File: src/u8sv_pkg.sv
// ----------------------------------------------------------------------------
// u8sv_pkg
// Shared types and constants for the UTF-8 stream validator.
// ----------------------------------------------------------------------------
package u8sv_pkg;

    localparam int unsigned IN_DATA_W  = 8;
    localparam int unsigned OUT_DATA_W = 8;
    localparam int unsigned CP_W       = 21;

    typedef enum logic [2:0] {
        FAULT_NONE      = 3'd0,
        FAULT_LEAD      = 3'd1,
        FAULT_CONT      = 3'd2,
        FAULT_TRUNC     = 3'd3,
        FAULT_OVERLONG  = 3'd4,
        FAULT_SURROGATE = 3'd5,
        FAULT_ABOVE     = 3'd6
    } fault_t;

    typedef struct packed {
        logic [IN_DATA_W-1:0] data_byte;
        logic                 last_byte;
        logic                 empty_string;
    } in_word_t;

    typedef struct packed {
        fault_t fault_kind;
        logic   string_valid;
    } verdict_t;

    localparam logic [CP_W-1:0] CP_MIN_3B    = 21'h000800;
    localparam logic [CP_W-1:0] CP_MIN_4B    = 21'h010000;
    localparam logic [CP_W-1:0] CP_SURR_LO   = 21'h00D800;
    localparam logic [CP_W-1:0] CP_SURR_HI   = 21'h00DFFF;
    localparam logic [CP_W-1:0] CP_MAX       = 21'h10FFFF;

endpackage

File: src/u8sv_in_reg.sv
// ----------------------------------------------------------------------------
// u8sv_in_reg
// Input register stage: captures one byte word and holds it until the
// decoder takes it.
// ----------------------------------------------------------------------------
module u8sv_in_reg (
    input  logic              clk,
    input  logic              rst_n,
    input  logic              in_valid,
    output logic              in_ready,
    input  u8sv_pkg::in_word_t in_word,
    output logic              held_valid,
    input  logic              take,
    output u8sv_pkg::in_word_t held_word
);

    logic              valid_reg;
    logic              valid_next;
    u8sv_pkg::in_word_t word_reg;

    assign in_ready   = !valid_reg || take;
    assign held_valid = valid_reg;
    assign held_word  = word_reg;

    always_comb
    begin
        valid_next = valid_reg;
        if (in_valid && in_ready)
        begin
            valid_next = 1'b1;
        end
        else if (take)
        begin
            valid_next = 1'b0;
        end
    end

    always_ff @(posedge clk or negedge rst_n)
    begin
        if (!rst_n)
        begin
            valid_reg <= 1'b0;
        end
        else
        begin
            valid_reg <= valid_next;
        end
    end

    always_ff @(posedge clk)
    begin
        if (in_valid && in_ready)
        begin
            word_reg <= in_word;
        end
    end

endmodule

File: src/u8sv_decode.sv
// ----------------------------------------------------------------------------
// u8sv_decode
// Per-byte UTF-8 decode step with the string state registers; flags a
// verdict when a string ends.
// ----------------------------------------------------------------------------
module u8sv_decode (
    input  logic               clk,
    input  logic               rst_n,
    input  logic               step,
    input  u8sv_pkg::in_word_t word,
    output logic               verdict_valid,
    output u8sv_pkg::verdict_t verdict
);

    logic [1:0]                  pend_reg;
    logic [1:0]                  pend_next;
    logic [1:0]                  extra_reg;
    logic [1:0]                  extra_next;
    logic [u8sv_pkg::CP_W-1:0]   cp_reg;
    logic [u8sv_pkg::CP_W-1:0]   cp_next;
    u8sv_pkg::fault_t            fault_reg;
    u8sv_pkg::fault_t            fault_next;
    logic [u8sv_pkg::CP_W-1:0]   cp_shift;
    logic [7:0]                  b;

    function automatic u8sv_pkg::fault_t check_cp(input logic [1:0] extra,
                                                 input logic [u8sv_pkg::CP_W-1:0] cp);
        u8sv_pkg::fault_t f;
        f = u8sv_pkg::FAULT_NONE;
        if ((extra == 2'd2 && cp < u8sv_pkg::CP_MIN_3B) ||
            (extra == 2'd3 && cp < u8sv_pkg::CP_MIN_4B))
        begin
            f = u8sv_pkg::FAULT_OVERLONG;
        end
        else if (cp >= u8sv_pkg::CP_SURR_LO && cp <= u8sv_pkg::CP_SURR_HI)
        begin
            f = u8sv_pkg::FAULT_SURROGATE;
        end
        else if (cp > u8sv_pkg::CP_MAX)
        begin
            f = u8sv_pkg::FAULT_ABOVE;
        end
        return f;
    endfunction

    assign b        = word.data_byte;
    assign cp_shift = {cp_reg[u8sv_pkg::CP_W-7:0], b[5:0]};

    always_comb
    begin
        pend_next     = pend_reg;
        extra_next    = extra_reg;
        cp_next       = cp_reg;
        fault_next    = fault_reg;
        verdict_valid = 1'b0;
        verdict       = '{fault_kind: u8sv_pkg::FAULT_NONE, string_valid: 1'b1};

        if (!word.empty_string)
        begin
            if (fault_reg != u8sv_pkg::FAULT_NONE)
            begin
                if (pend_reg != 2'd0)
                begin
                    pend_next = pend_reg - 2'd1;
                end
            end
            else if (pend_reg == 2'd0)
            begin
                unique case (b) inside
                    [8'h01:8'h7F]:
                    begin
                        extra_next = 2'd0;
                        cp_next    = {13'd0, b};
                    end
                    [8'hC2:8'hDF]:
                    begin
                        extra_next = 2'd1;
                        cp_next    = {16'd0, b[4:0]};
                    end
                    [8'hE0:8'hEF]:
                    begin
                        extra_next = 2'd2;
                        cp_next    = {17'd0, b[3:0]};
                    end
                    [8'hF0:8'hF4]:
                    begin
                        extra_next = 2'd3;
                        cp_next    = {18'd0, b[2:0]};
                    end
                    default:
                    begin
                        extra_next = 2'd0;
                        cp_next    = '0;
                        fault_next = u8sv_pkg::FAULT_LEAD;
                    end
                endcase
                pend_next = (fault_next == u8sv_pkg::FAULT_NONE) ? extra_next : pend_reg;
            end
            else
            begin
                pend_next = pend_reg - 2'd1;
                if (b[7:6] != 2'b10)
                begin
                    fault_next = u8sv_pkg::FAULT_CONT;
                end
                else
                begin
                    cp_next = cp_shift;
                    if (pend_next == 2'd0)
                    begin
                        fault_next = check_cp(extra_reg, cp_shift);
                    end
                end
            end
        end

        if (word.empty_string || word.last_byte)
        begin
            verdict_valid = 1'b1;
            if (pend_next != 2'd0)
            begin
                fault_next = u8sv_pkg::FAULT_TRUNC;
            end
            verdict.fault_kind   = fault_next;
            verdict.string_valid = (fault_next == u8sv_pkg::FAULT_NONE);
            pend_next            = 2'd0;
            extra_next           = 2'd0;
            cp_next              = '0;
            fault_next           = u8sv_pkg::FAULT_NONE;
        end
    end

    always_ff @(posedge clk or negedge rst_n)
    begin
        if (!rst_n)
        begin
            pend_reg  <= 2'd0;
            extra_reg <= 2'd0;
            cp_reg    <= '0;
            fault_reg <= u8sv_pkg::FAULT_NONE;
        end
        else if (step)
        begin
            pend_reg  <= pend_next;
            extra_reg <= extra_next;
            cp_reg    <= cp_next;
            fault_reg <= fault_next;
        end
    end

`ifndef SYNTHESIS
    // state is clean after a verdict
    a_clear_after_verdict: assert property (@(posedge clk) disable iff (!rst_n)
        (step && verdict_valid) |=> (pend_reg == 2'd0 && extra_reg == 2'd0 &&
                                     fault_reg == u8sv_pkg::FAULT_NONE))
        else $error("state not cleared after verdict");

    a_pend_le_extra: assert property (@(posedge clk) disable iff (!rst_n)
        pend_reg <= extra_reg)
        else $error("pending count exceeds sequence length");

    // first fault is sticky within a string
    a_fault_sticky: assert property (@(posedge clk) disable iff (!rst_n)
        (step && !verdict_valid && fault_reg != u8sv_pkg::FAULT_NONE)
            |=> (fault_reg == $past(fault_reg)))
        else $error("first fault overwritten");
`endif

endmodule

File: src/u8sv_out_reg.sv
// ----------------------------------------------------------------------------
// u8sv_out_reg
// Result register: holds one verdict word until the sink takes it.
// ----------------------------------------------------------------------------
module u8sv_out_reg (
    input  logic                           clk,
    input  logic                           rst_n,
    input  logic                           load,
    input  u8sv_pkg::verdict_t             verdict,
    output logic                           free,
    output logic                           out_valid,
    input  logic                           out_ready,
    output logic [u8sv_pkg::OUT_DATA_W-1:0] out_data
);

    logic                           valid_reg;
    logic                           valid_next;
    logic [u8sv_pkg::OUT_DATA_W-1:0] data_reg;

    assign free      = !valid_reg || out_ready;
    assign out_valid = valid_reg;
    assign out_data  = data_reg;

    always_comb
    begin
        valid_next = valid_reg;
        if (load)
        begin
            valid_next = 1'b1;
        end
        else if (out_ready)
        begin
            valid_next = 1'b0;
        end
    end

    always_ff @(posedge clk or negedge rst_n)
    begin
        if (!rst_n)
        begin
            valid_reg <= 1'b0;
        end
        else
        begin
            valid_reg <= valid_next;
        end
    end

    always_ff @(posedge clk)
    begin
        if (load)
        begin
            data_reg <= {{(u8sv_pkg::OUT_DATA_W - 4){1'b0}}, verdict};
        end
    end

endmodule

File: src/utf8_stream_validator_top.sv
// ----------------------------------------------------------------------------
// utf8_stream_validator_top
// Streaming UTF-8 well-formedness checker with one verdict word per string.
// ----------------------------------------------------------------------------
// Takes one byte word per cycle while the sink keeps the result register free,
// and returns one verdict word per string for the word that ends it (tlast
// byte or tuser empty string). The byte goes through an input register, a
// single decode step that updates the per-string state, and a result
// register; the decode state loop sets the rate at one byte per clock. Words
// that end no string produce no output. A verdict carries string_valid and the
// first fault found, or 3 if the string is truncated: 1 bad lead, 2 bad
// continuation, 3 truncated, 4 overlong, 5 surrogate, 6 above 0x10FFFF.
module utf8_stream_validator_top (
    input  logic       clk,
    input  logic       rst_n,
    input  logic       s_axis_tvalid,
    output logic       s_axis_tready,
    input  logic [7:0] s_axis_tdata,   // [7:0] data_byte
    input  logic       s_axis_tlast,
    input  logic       s_axis_tuser,   // [0] empty_string
    output logic       m_axis_tvalid,
    input  logic       m_axis_tready,
    output logic [7:0] m_axis_tdata    // [0] string_valid, [3:1] fault_kind, [7:4] zero
);

    u8sv_pkg::in_word_t in_word;
    u8sv_pkg::in_word_t held_word;
    u8sv_pkg::verdict_t verdict;
    logic               held_valid;
    logic               out_free;
    logic               advance;
    logic               verdict_valid;

    assign in_word = '{data_byte: s_axis_tdata, last_byte: s_axis_tlast,
                       empty_string: s_axis_tuser};
    assign advance = held_valid && out_free;

    u8sv_in_reg u_in (
        .clk        (clk),
        .rst_n      (rst_n),
        .in_valid   (s_axis_tvalid),
        .in_ready   (s_axis_tready),
        .in_word    (in_word),
        .held_valid (held_valid),
        .take       (advance),
        .held_word  (held_word)
    );

    u8sv_decode u_dec (
        .clk           (clk),
        .rst_n         (rst_n),
        .step          (advance),
        .word          (held_word),
        .verdict_valid (verdict_valid),
        .verdict       (verdict)
    );

    u8sv_out_reg u_out (
        .clk       (clk),
        .rst_n     (rst_n),
        .load      (advance && verdict_valid),
        .verdict   (verdict),
        .free      (out_free),
        .out_valid (m_axis_tvalid),
        .out_ready (m_axis_tready),
        .out_data  (m_axis_tdata)
    );

endmodule
File: config.mk
export PLATFORM = sky130hd
export DESIGN_NAME = utf8_stream_validator_top
export DESIGN_NICKNAME = d
export VERILOG_FILES = /design/src/u8sv_pkg.sv /design/src/u8sv_in_reg.sv /design/src/u8sv_decode.sv /design/src/u8sv_out_reg.sv /design/src/utf8_stream_validator_top.sv
export SDC_FILE = /design/constraint.sdc
export NUM_CORES = 1
export LEC_CHECK = 0
export BUFFER_PORTS_ARGS = -buffer_cell sky130_fd_sc_hd__buf_2
export CORE_MARGIN = 1
export CORE_UTILIZATION = 45
export DETAILED_ROUTE_END_ITERATION = 12
export GPL_TIMING_DRIVEN = 0
export PLACE_DENSITY = 0.73
export SYNTH_ARGS = -nofsm -noshare
export SYNTH_HDL_FRONTEND = slang
export SYNTH_SLANG_ARGS = --single-unit
export TNS_END_PERCENT = 100
File: constraint.sdc
create_clock -name clk -period 1.7 [get_ports clk]
set_input_delay 0.085 -clock clk [delete_from_list [all_inputs] [get_ports clk]]
set_output_delay 0.085 -clock clk [all_outputs]
set_load 0.005 [all_outputs]
; ---- After elaboration in Yosys (flattened, before gate mapping)
; Cells that the tools add are included.
[op_classes]
add_sub_neg = 1
magnitude_cmp = 13
n_eq_ne = 6
n_mux = 37
n_reduce_logical = 29
[ops]
columns = operator, count
row1 = two-way mux 15 bit, 5
row2 = two-way mux 3 bit, 15
row3 = case mux 8 bit (4 select lines), 1
row4 = greater-or-equal comparator 8 bit (second input constant), 3
row5 = less-or-equal comparator 8 bit (second input constant), 3
row6 = greater-or-equal comparator 21 x 16 -> 1 bit (second input constant), 1
row7 = greater-than comparator 21 bit (second input constant), 1
row8 = less-or-equal comparator 21 x 16 -> 1 bit (second input constant), 1
row9 = less-than comparator 21 x 12 -> 1 bit (second input constant), 1
row10 = less-than comparator 21 x 17 -> 1 bit (second input constant), 1
row11 = two-way mux 2 bit, 10
row12 = logical AND 1 bit, 10
row13 = nonzero test 2 bit, 5
row14 = greater-or-equal comparator 8 x 1 -> 1 bit (second input constant), 1
row15 = less-or-equal comparator 8 x 7 -> 1 bit (second input constant), 1
row16 = AND reduction 4 bit, 2
row17 = zero test 3 bit, 2
row18 = case mux 2 bit (3 select lines), 1
row19 = two-way mux 1 bit, 5
row20 = == test 2 bit (second input constant), 2
row21 = zero test 2 bit, 2
row22 = logical OR 1 bit, 4
row23 = != test 2 bit (second input constant), 2
row24 = OR reduction 4 bit, 1
row25 = other kinds (5), 6
[word_totals]
reg_bits = 38
input_bits = 14
output_inout_bits = 10
word_cells = 96

; ---- Logic depth before layout (Yosys ltp)
; Gate-level depths: netlist (run 1).
[logic_depth]
ltp_word = 16
mapped_depth = 7
mapped_depth_nobuf = 5

; ---- Hierarchy
; Synthesis (run 1) repeated with hierarchy kept, for this count alone.
[unflattened]
cells_unflattened = 159
area_unflattened_um2 = 1814.2
[modules_own_cells]
columns = mod, instances, cells_per_inst, area_per_inst_um2, seq_area_each_um2
row1 = u8sv_decode, 1, 131, 1246.2, 550.5
row2 = u8sv_in_reg, 1, 14, 354.1, 325.3
row3 = u8sv_out_reg, 1, 12, 201.4, 145.1
row4 = utf8_stream_validator_top, 1, 2, 12.5, 0.0

; ---- Worst setup path before layout (run 1)
; Ideal clock, no wire load.
[synth_timing]
path_kind = register to register
from = register u_in.word_reg, in the netlist u_in.held_word[9]
to = register u_out.data_reg, in the netlist u_out.out_data[1], data pin
setup_ns = 0.259
arrival_time_ns = 1.408
required_ns = 1.441
path_slack_ns = 0.033
path_stages_with_launch = 7
path_buffers = 1
period_less_slack_ns = 1.667
cell_sequence = edfxtp_1 > buf_2 > nor2b_2 > a21oi_1 > a21oi_1 > a31o_2 > o31a_1
[synth_via]
elab_chain_cells = 15
elab_cells_between_ends = 31
cone_classes = 8 x order compare / 1 x eq/ne / 15 x mux / 7 x reduce/logical
[synth_lines]
columns = item, line
row1 = from (decl), u8sv_in_reg.sv:19  ; u8sv_pkg::in_word_t word_reg;
row2 = from (signal assigned), u8sv_in_reg.sv:54  ; word_reg <= in_word;
row3 = greater-or-equal comparator 8 bit (no line) (tied with other cells), -
row4 = logical AND 1 bit (no line), -
row5 = OR reduction 4 bit (no line), -
row6 = two-way mux 3 bit, u8sv_decode.sv:69  ; unique case (b) inside
row7 = two-way mux 3 bit, u8sv_decode.sv:67  ; else if (pend_reg == 2'd0)
row8 = two-way mux 3 bit, u8sv_decode.sv:60  ; if (fault_reg != u8sv_pkg::FAULT_NONE)
row9 = two-way mux 3 bit, u8sv_decode.sv:58  ; if (!word.empty_string)
row10 = zero test 3 bit, u8sv_decode.sv:97  ; pend_next = (fault_next == u8sv_pkg::FAULT_NONE) ? extra_next : pend_reg;
row11 = two-way mux 2 bit, u8sv_decode.sv:97
row12 = two-way mux 2 bit, u8sv_decode.sv:67
row13 = two-way mux 2 bit, u8sv_decode.sv:60
row14 = two-way mux 2 bit, u8sv_decode.sv:58
row15 = nonzero test 2 bit, u8sv_decode.sv:120  ; if (pend_next != 2'd0)
row16 = two-way mux 3 bit (*), u8sv_decode.sv:120
row17 = two-way mux 3 bit (*), u8sv_decode.sv:117  ; if (word.empty_string || word.last_byte)
row18 = to (signal assigned), u8sv_out_reg.sv:53  ; data_reg <= {{(u8sv_pkg::OUT_DATA_W - 4){1'b0}}, verdict};
row19 = to (decl), u8sv_out_reg.sv:18  ; logic [u8sv_pkg::OUT_DATA_W-1:0] data_reg;
; Every way passes the cells marked *; elsewhere a longest branch is shown, timed or not. The select of a mux whose other input is x is not followed.
; A chain may end at the register's enable or synchronous reset.

; ---- Final worst setup path (run 1)
[layout_timing]
from = register u_in.word_reg, in the netlist u_in.held_word[8]
to = register u_out.data_reg, in the netlist u_out.out_data[0], data pin
[layout_via]
elab_chain_cells = 16
elab_cells_between_ends = 32
cone_classes = 8 x order compare / 1 x eq/ne / 15 x mux / 8 x reduce/logical
[layout_lines]
columns = item, line
row1 = greater-or-equal comparator 8 bit (no line) (tied with other cells), -
row2 = logical AND 1 bit (no line), -
row3 = OR reduction 4 bit (no line), -
row4 = two-way mux 3 bit, u8sv_decode.sv:69
row5 = two-way mux 3 bit, u8sv_decode.sv:67
row6 = two-way mux 3 bit, u8sv_decode.sv:60
row7 = two-way mux 3 bit, u8sv_decode.sv:58
row8 = zero test 3 bit, u8sv_decode.sv:97
row9 = two-way mux 2 bit, u8sv_decode.sv:97
row10 = two-way mux 2 bit, u8sv_decode.sv:67
row11 = two-way mux 2 bit, u8sv_decode.sv:60
row12 = two-way mux 2 bit, u8sv_decode.sv:58
row13 = nonzero test 2 bit, u8sv_decode.sv:120
row14 = two-way mux 3 bit (*), u8sv_decode.sv:120
row15 = two-way mux 3 bit (*), u8sv_decode.sv:117
row16 = zero test 3 bit (*), u8sv_decode.sv:125  ; verdict.string_valid = (fault_next == u8sv_pkg::FAULT_NONE);
; Marked as above.

==> reports/metrics.cfg, run 1 <==
[global_routing]
grt_util_met1=0.241
grt_pass1_wl_um=6690
grt_max_degree=25
busiest_layer=met2
grt_pass1_vias=1479
antenna_found_initial=0
grt.overflow.total=0
met2_usage=0.352
met3_usage=0.0548
grt_usage=0.207

[sta]
hold_violations=0
skew_ps=8.35
finalCritPeriodShare=1.09
max_slew_margin=0.645
setup_viol=9
slew_viol_final=0
fin_ws_ps=-157
worstMarginPinSlew_ps=532
rsz0062_at_grt=yes
max_freq_mhz=538
period_needed_ps=1860
setup_tns_ps=-550

[routing]
drt-pass1-iter-count=4
first_iter_violations=147
drt.antenna.violating_nets=0
wirelength_um=4400
wl_per_cell_um=16.0
drc=0
dr_total_vias=1551
vias_per_cell=5.62

[yosys]
yosys_warnings=0
synth_seq_cells=38
synth_area_per_cell_um2=11.5
syn_inst=163
yosysSeqAreaShare=0.543
syn-cell-area_mm2=0.00188
synth-main-ff-cell=dfrtp_1
ys_async_sr_fraction=0.632
synth_edf_count=14
netlist-cell-type-count=49

[finish]
nets=239
layout.cells.non_filler=276
antenna_cells=0
finish.utilization=0.648
layout_common_cells=buf_4 (22), buf_2 (20), dfrtp_1 (20), nor2_1 (18), edfxtp_1 (14)
ff_latch_area_mm2=0.00103
n_fill_cell=281
drive_above_1_share=0.367
fin_area_mm2=0.00259
largest_register_ffs=15
multi_input_area_um2=913
areaGrowthSynthToFinish_pct=37.9
layout_commonest_cell=buf_4

[cts]
cts_buffer_depth=2
cts_tree=built
root_buffer=clkbuf_8
clock_sinks=38
path_clk_slew_ps=80
numCtsBuffers=5
clk_latency_ps=300
htreeDepth=2

[critical_path]
crit_fanout=5
critPathMaxStageDelay_ps=480
crit_type=flip-flop to flip-flop
path_cells=buf_6 -> nor4bb_4 -> nand2_1 -> nor4b_2 -> a31o_2 -> o41ai_2
cp.arrival_ps=1900
endpoint_kind=flip-flop
crit_slowest_cell=edfxtp_1
crit_required_ps=1740
cp-start-kind=flip-flop

[placement]
placed_cells_incl_taps=235
place_hpwl_um=2570
gp_congestion=0.894
portBuffers=19
placed_cell_area_mm2=0.00205

[job]
drv_cap=0

[run_status]
violations=setup timing
status=finished, violations left

[die]
dieArea_mm2=0.00444
die_x_um=66.6
core_area_mm2=0.00400
fp.dieH_um=66.6
start_util=0.470
ios=24
row_count=23

[worst_hold_path]
hp-class=input port to flip-flop

[power]
leakage_nw=1.16
ir_drop_mv=0.704
power_density_mw_per_mm2=883

[power breakdown]
group	leakage, nW	switching, W	internal [W]
registers	0.456	0.0000530	0.00101
logic	0.641	0.000195	0.000192
clock network	0.0678	0.000328	0.000507
total	1.16	0.000576	0.00171
[metrics by stage]
| stage | hold WS, ps | power, W | setup slack (ps) |
|---|---|---|---|
| after floorplan | -211 | 0.00126 | 33.4 |
| after global placement | 80.3 | 0.00134 | -221 |
| after detailed placement | 97.9 | 0.00135 | -236 |
| after CTS | 92.0 | 0.00224 | -49.5 |
| after global routing | 118 | 0.00237 | -234 |
| final | 95.6 | 0.00229 | -157 |
[area by class of cell]
type | instances | share of cell area
plain buffers | 7 | 0.0208
clock buffers | 8 | 0.0512
inverters | 2 | 0.00290
multi-input cells | 119 | 0.352
flip-flops and latches | 38 | 0.396
well taps | 50 | 0.0241
repair buffers | 52 | 0.153
[critical path, delay by kind of cell (launching register included)]
kind	cells	cell delay, ps
flops	1	480
simple gates	3	670
buf+inv	1	160
compound gates	2	280
[worst paths after layout]
check / from / endpoint / slack [ps] / depth (start not counted)
max: u_in.held_word[8] / u_out.out_data[0] / -160 / 6
min reg2reg: u_dec.cp_reg[4] / u_dec.cp_reg[4] / 510 / 2
min: m_axis_tready / u_in.held_valid / 100 / 3
min in group asynchronous: rst_n / u_dec.cp_reg[2] / 300 / 2
max in group asynchronous: rst_n / u_dec.fault_reg[2] / 1010 / 2
max reg2reg: u_in.held_word[8] / u_out.out_data[0] / -160 / 6
[what timing repair did]
item	in CTS	in global routing
gates resized for setup	15	13
hold endpoints to repair	35	0
setup endpoints to repair	18	21
cloned	0	0
buffers inserted	10	11
hold buffers	12	0
pin swaps	7	6
[cell usage after synthesis, types with 2 or more instances]
master    count  share of area
dfrtp_1      24           0.32
nor2_1       18          0.036
edfxtp_1     14           0.22
nand2_1      10          0.020
mux2i_1       9          0.048
a21oi_1       8          0.021
o21ai_0       8          0.021
nand2b_1      6          0.020
nor3_1        5          0.013
a22o_1        4          0.019
buf_4         4          0.016
and2_1        3          0.010
buf_2         3         0.0080
nand3_1       3         0.0080
nand4_1       3          0.010
o41ai_2       3          0.026
inv_1         2         0.0040
nor2b_1       2         0.0067
nor3b_1       2         0.0080
o21a_1        2         0.0080
or2_1         2         0.0067
[layer usage]
layer  vias up  wire [um]
met5         -          0
met4         0        138
met3        11        249
met2        75       2260
met1       750       1760
li1        715          -
[cell families after synthesis]
family / synth area share
mux: 0.0539
xor+xnor: 0.00466
buf+inv: 0.0279
simple gates: 0.196
compound gates: 0.172
flops: 0.543
other cells: 0.00199
(Power assumes the default switching activity.)
==> inputs of run 2 (changes only) <==
--- a/config.mk
+++ b/config.mk
@@ -5,6 +5,7 @@
 export SDC_FILE = /design/constraint.sdc
 export NUM_CORES = 1
 export LEC_CHECK = 0
+export ABC_AREA = 1
 export BUFFER_PORTS_ARGS = -buffer_cell sky130_fd_sc_hd__buf_2
 export CORE_MARGIN = 1
 export CORE_UTILIZATION = 45
==> reports/metrics.cfg, run 2 <==
[routing]
first_iter_violations=89
wl_per_cell_um=10.6
dr_total_vias=1517
met3_length_um=123
drc=0
drt.antenna.violating_nets=0
wl_met1_um=1600
wirelength_um=3390
top_layer_used=met4
drt-pass1-iter-count=5
dr_wl_met2_um=1580
vias_per_cell=4.77

[placement]
gp_congestion=0.887
portBuffers=19
place_hpwl_um=2500
dp_slack_ps=93.5

[sta]
setup_tns_ps=0
rsz0062_at_grt=yes
fin_ws_ps=75.0
period_needed_ps=1630
max_slew_margin=0.648
finalCritPeriodShare=0.956
setup_viol=0
hold_slack_ps=20.7
hold_violations=0
skew_ps=5.22
slew_viol_final=0
worstMarginPinSlew_ps=527
max_freq_mhz=615

[finish]
n_fill_cell=373
finish.utilization=0.578
nets=281
antenna_cells=0
layout_commonest_cell=nand2_1
areaGrowthSynthToFinish_pct=21.1
drive_above_1_share=0.276
largest_register_ffs=15
layout_common_cells=nand2_1 (38), inv_1 (31), dfrtp_1 (24), buf_2 (20), nor2_1 (17)

[die]
ios=24
core_area_mm2=0.00409
die_x_um=67.8
start_util=0.477
row_count=23
fp.dieH_um=67.8
dieArea_mm2=0.00460

[yosys]
syn-cell-area_mm2=0.00195
syn_inst=222
synthAdderAreaFrac=0
synth_top_family_by_area=simple AND/OR/NAND/NOR gates
yosysSeqAreaShare=0.523
synthMuxAreaShare=0
synth_top_area_frac=0.308
synth_area_per_cell_um2=8.79
synthXorXnorAreaFrac=0
synth_compound_area_frac=0.121
synth_seq_cells=38
synth.most_common_cell=nand2_1
ys_async_sr_fraction=0.632
synth_edf_count=14
synthTopCellsByArea=dfrtp_1 (31%), edfxtp_1 (22%), nand2_1 (7.3%), inv_1 (6.5%), nand3_1 (3.8%)
synthTopCellsByCount=nand2_1 (38), inv_1 (34), dfrtp_1 (24), nor2_1 (20), nand3_1 (15)
netlist-cell-type-count=32
synth-main-ff-cell=dfrtp_1
yosys.area_share.simple=0.251
yosys_warnings=0
yosysTopAreaCell=dfrtp_1

[critical_path]
r2r-start=u_in.held_word[6]
crit_required_ps=1750
endpoint_kind=flip-flop
crit_fanout=4
cp-start-kind=flip-flop
cp.arrival_ps=1680
startpoint=u_in.held_word[6]
crit_type=flip-flop to flip-flop
rr_worst_depth=12

[cts]
cts_tree=built
clk_latency_ps=290
cts_buffer_depth=2
path_clk_slew_ps=70
htreeDepth=2
clock_sinks=38
root_buffer=clkbuf_8
numCtsBuffers=5

[worst_hold_path]
min_from=s_axis_tvalid
hp-class=input port to flip-flop
hold_depth=3

[power]
leakage_nw=1.15
ir_drop_mv=0.571
power_density_mw_per_mm2=845
finalPower_w=0.00200

[global_routing]
antenna_found_initial=0
grt.overflow.total=0
grt_max_degree=25
grt_pass1_wl_um=5700
grt_usage=0.173
grt_pass1_vias=1344

[run_status]
status=complete, no violations

[job]
drv_cap=0

-- run 2: changes by cell type in the layout (fill, tap and decap cells not counted), moves of 11 or more --
cell,change
inv_1,+29
inv_2,+11
nand3_1,+12
nand2_1,+28
buf_4,-12
-- run 2: cell type report --
class	instances	area, um2	share of cell area
buffer	6	42.5	0.0180
clock buffer	6	72.6	0.0307
clock inverter	2	8.76	0.00371
inverter	42	158	0.0667
multi-input combinational	139	754	0.319
sequential	38	1020	0.432
tap	50	62.6	0.0265
timing repair buffer	35	243	0.103
-- run 2: cells by family after synthesis --
group,after synthesis
simple gates,99
buf+inv,48
flops,38
compound gates,36
other cells,1
-- run 2: path summary, 6_finish.rpt --
path / end / slack, ps
max: u_out.out_data[1] / 70
min: u_in.held_valid / 20
max reg2reg: u_out.out_data[1] / 70
min in group asynchronous: u_dec.fault_reg[2] / 300
min reg2reg: u_dec.cp_reg[0] / 500
max in group asynchronous: u_dec.cp_reg[2] / 1040
-- run 2: routing by layer --
| metal | GRT usage | up-vias |
|---|---|---|
| met1 | 0.215 | 677 |
| met3 | 0.0500 | 8 |
| met5 | 0 | - |
| met2 | 0.274 | 27 |
| li1 | - | 805 |
| met4 | 0.0859 | 0 |
-- run 2: what timing repair did --
action                                  in CTS  in global routing
hold endpoints to repair                    34                  0
hold buffers                                11                  0
endpoints found under the setup margin       0                  5
setup buffers                                0                  5
resized for setup                            0                  7
-- run 2: through the flow --
stage                     instance area, um2  cells
after global placement                  2120    294
after floorplan                         1960    225
after global routing                    2360    318
final                                   2360    318
after CTS                               2310    313
after detailed placement                2120    294
-- run 2: critical path, cell delays in order, from the launching register on --
cell and delay [ps]:
edfxtp_1 460, nor2_2 140, nand3_2 90, nand2_2 110, nand2_2 60, nand2_1 50
nand2_1 40, nand2_1 60, nand2_2 80, inv_2 70, nand2_2 60, o21bai_1 120
inv_1 50
-- run 2: where the power goes --
part	switching, W	total, W	internal [W]
clock network	0.000295	0.000577	0.000281
logic	0.000217	0.000356	0.000139
registers	0.0000413	0.00106	0.00102
total	0.000553	0.00200	0.00144
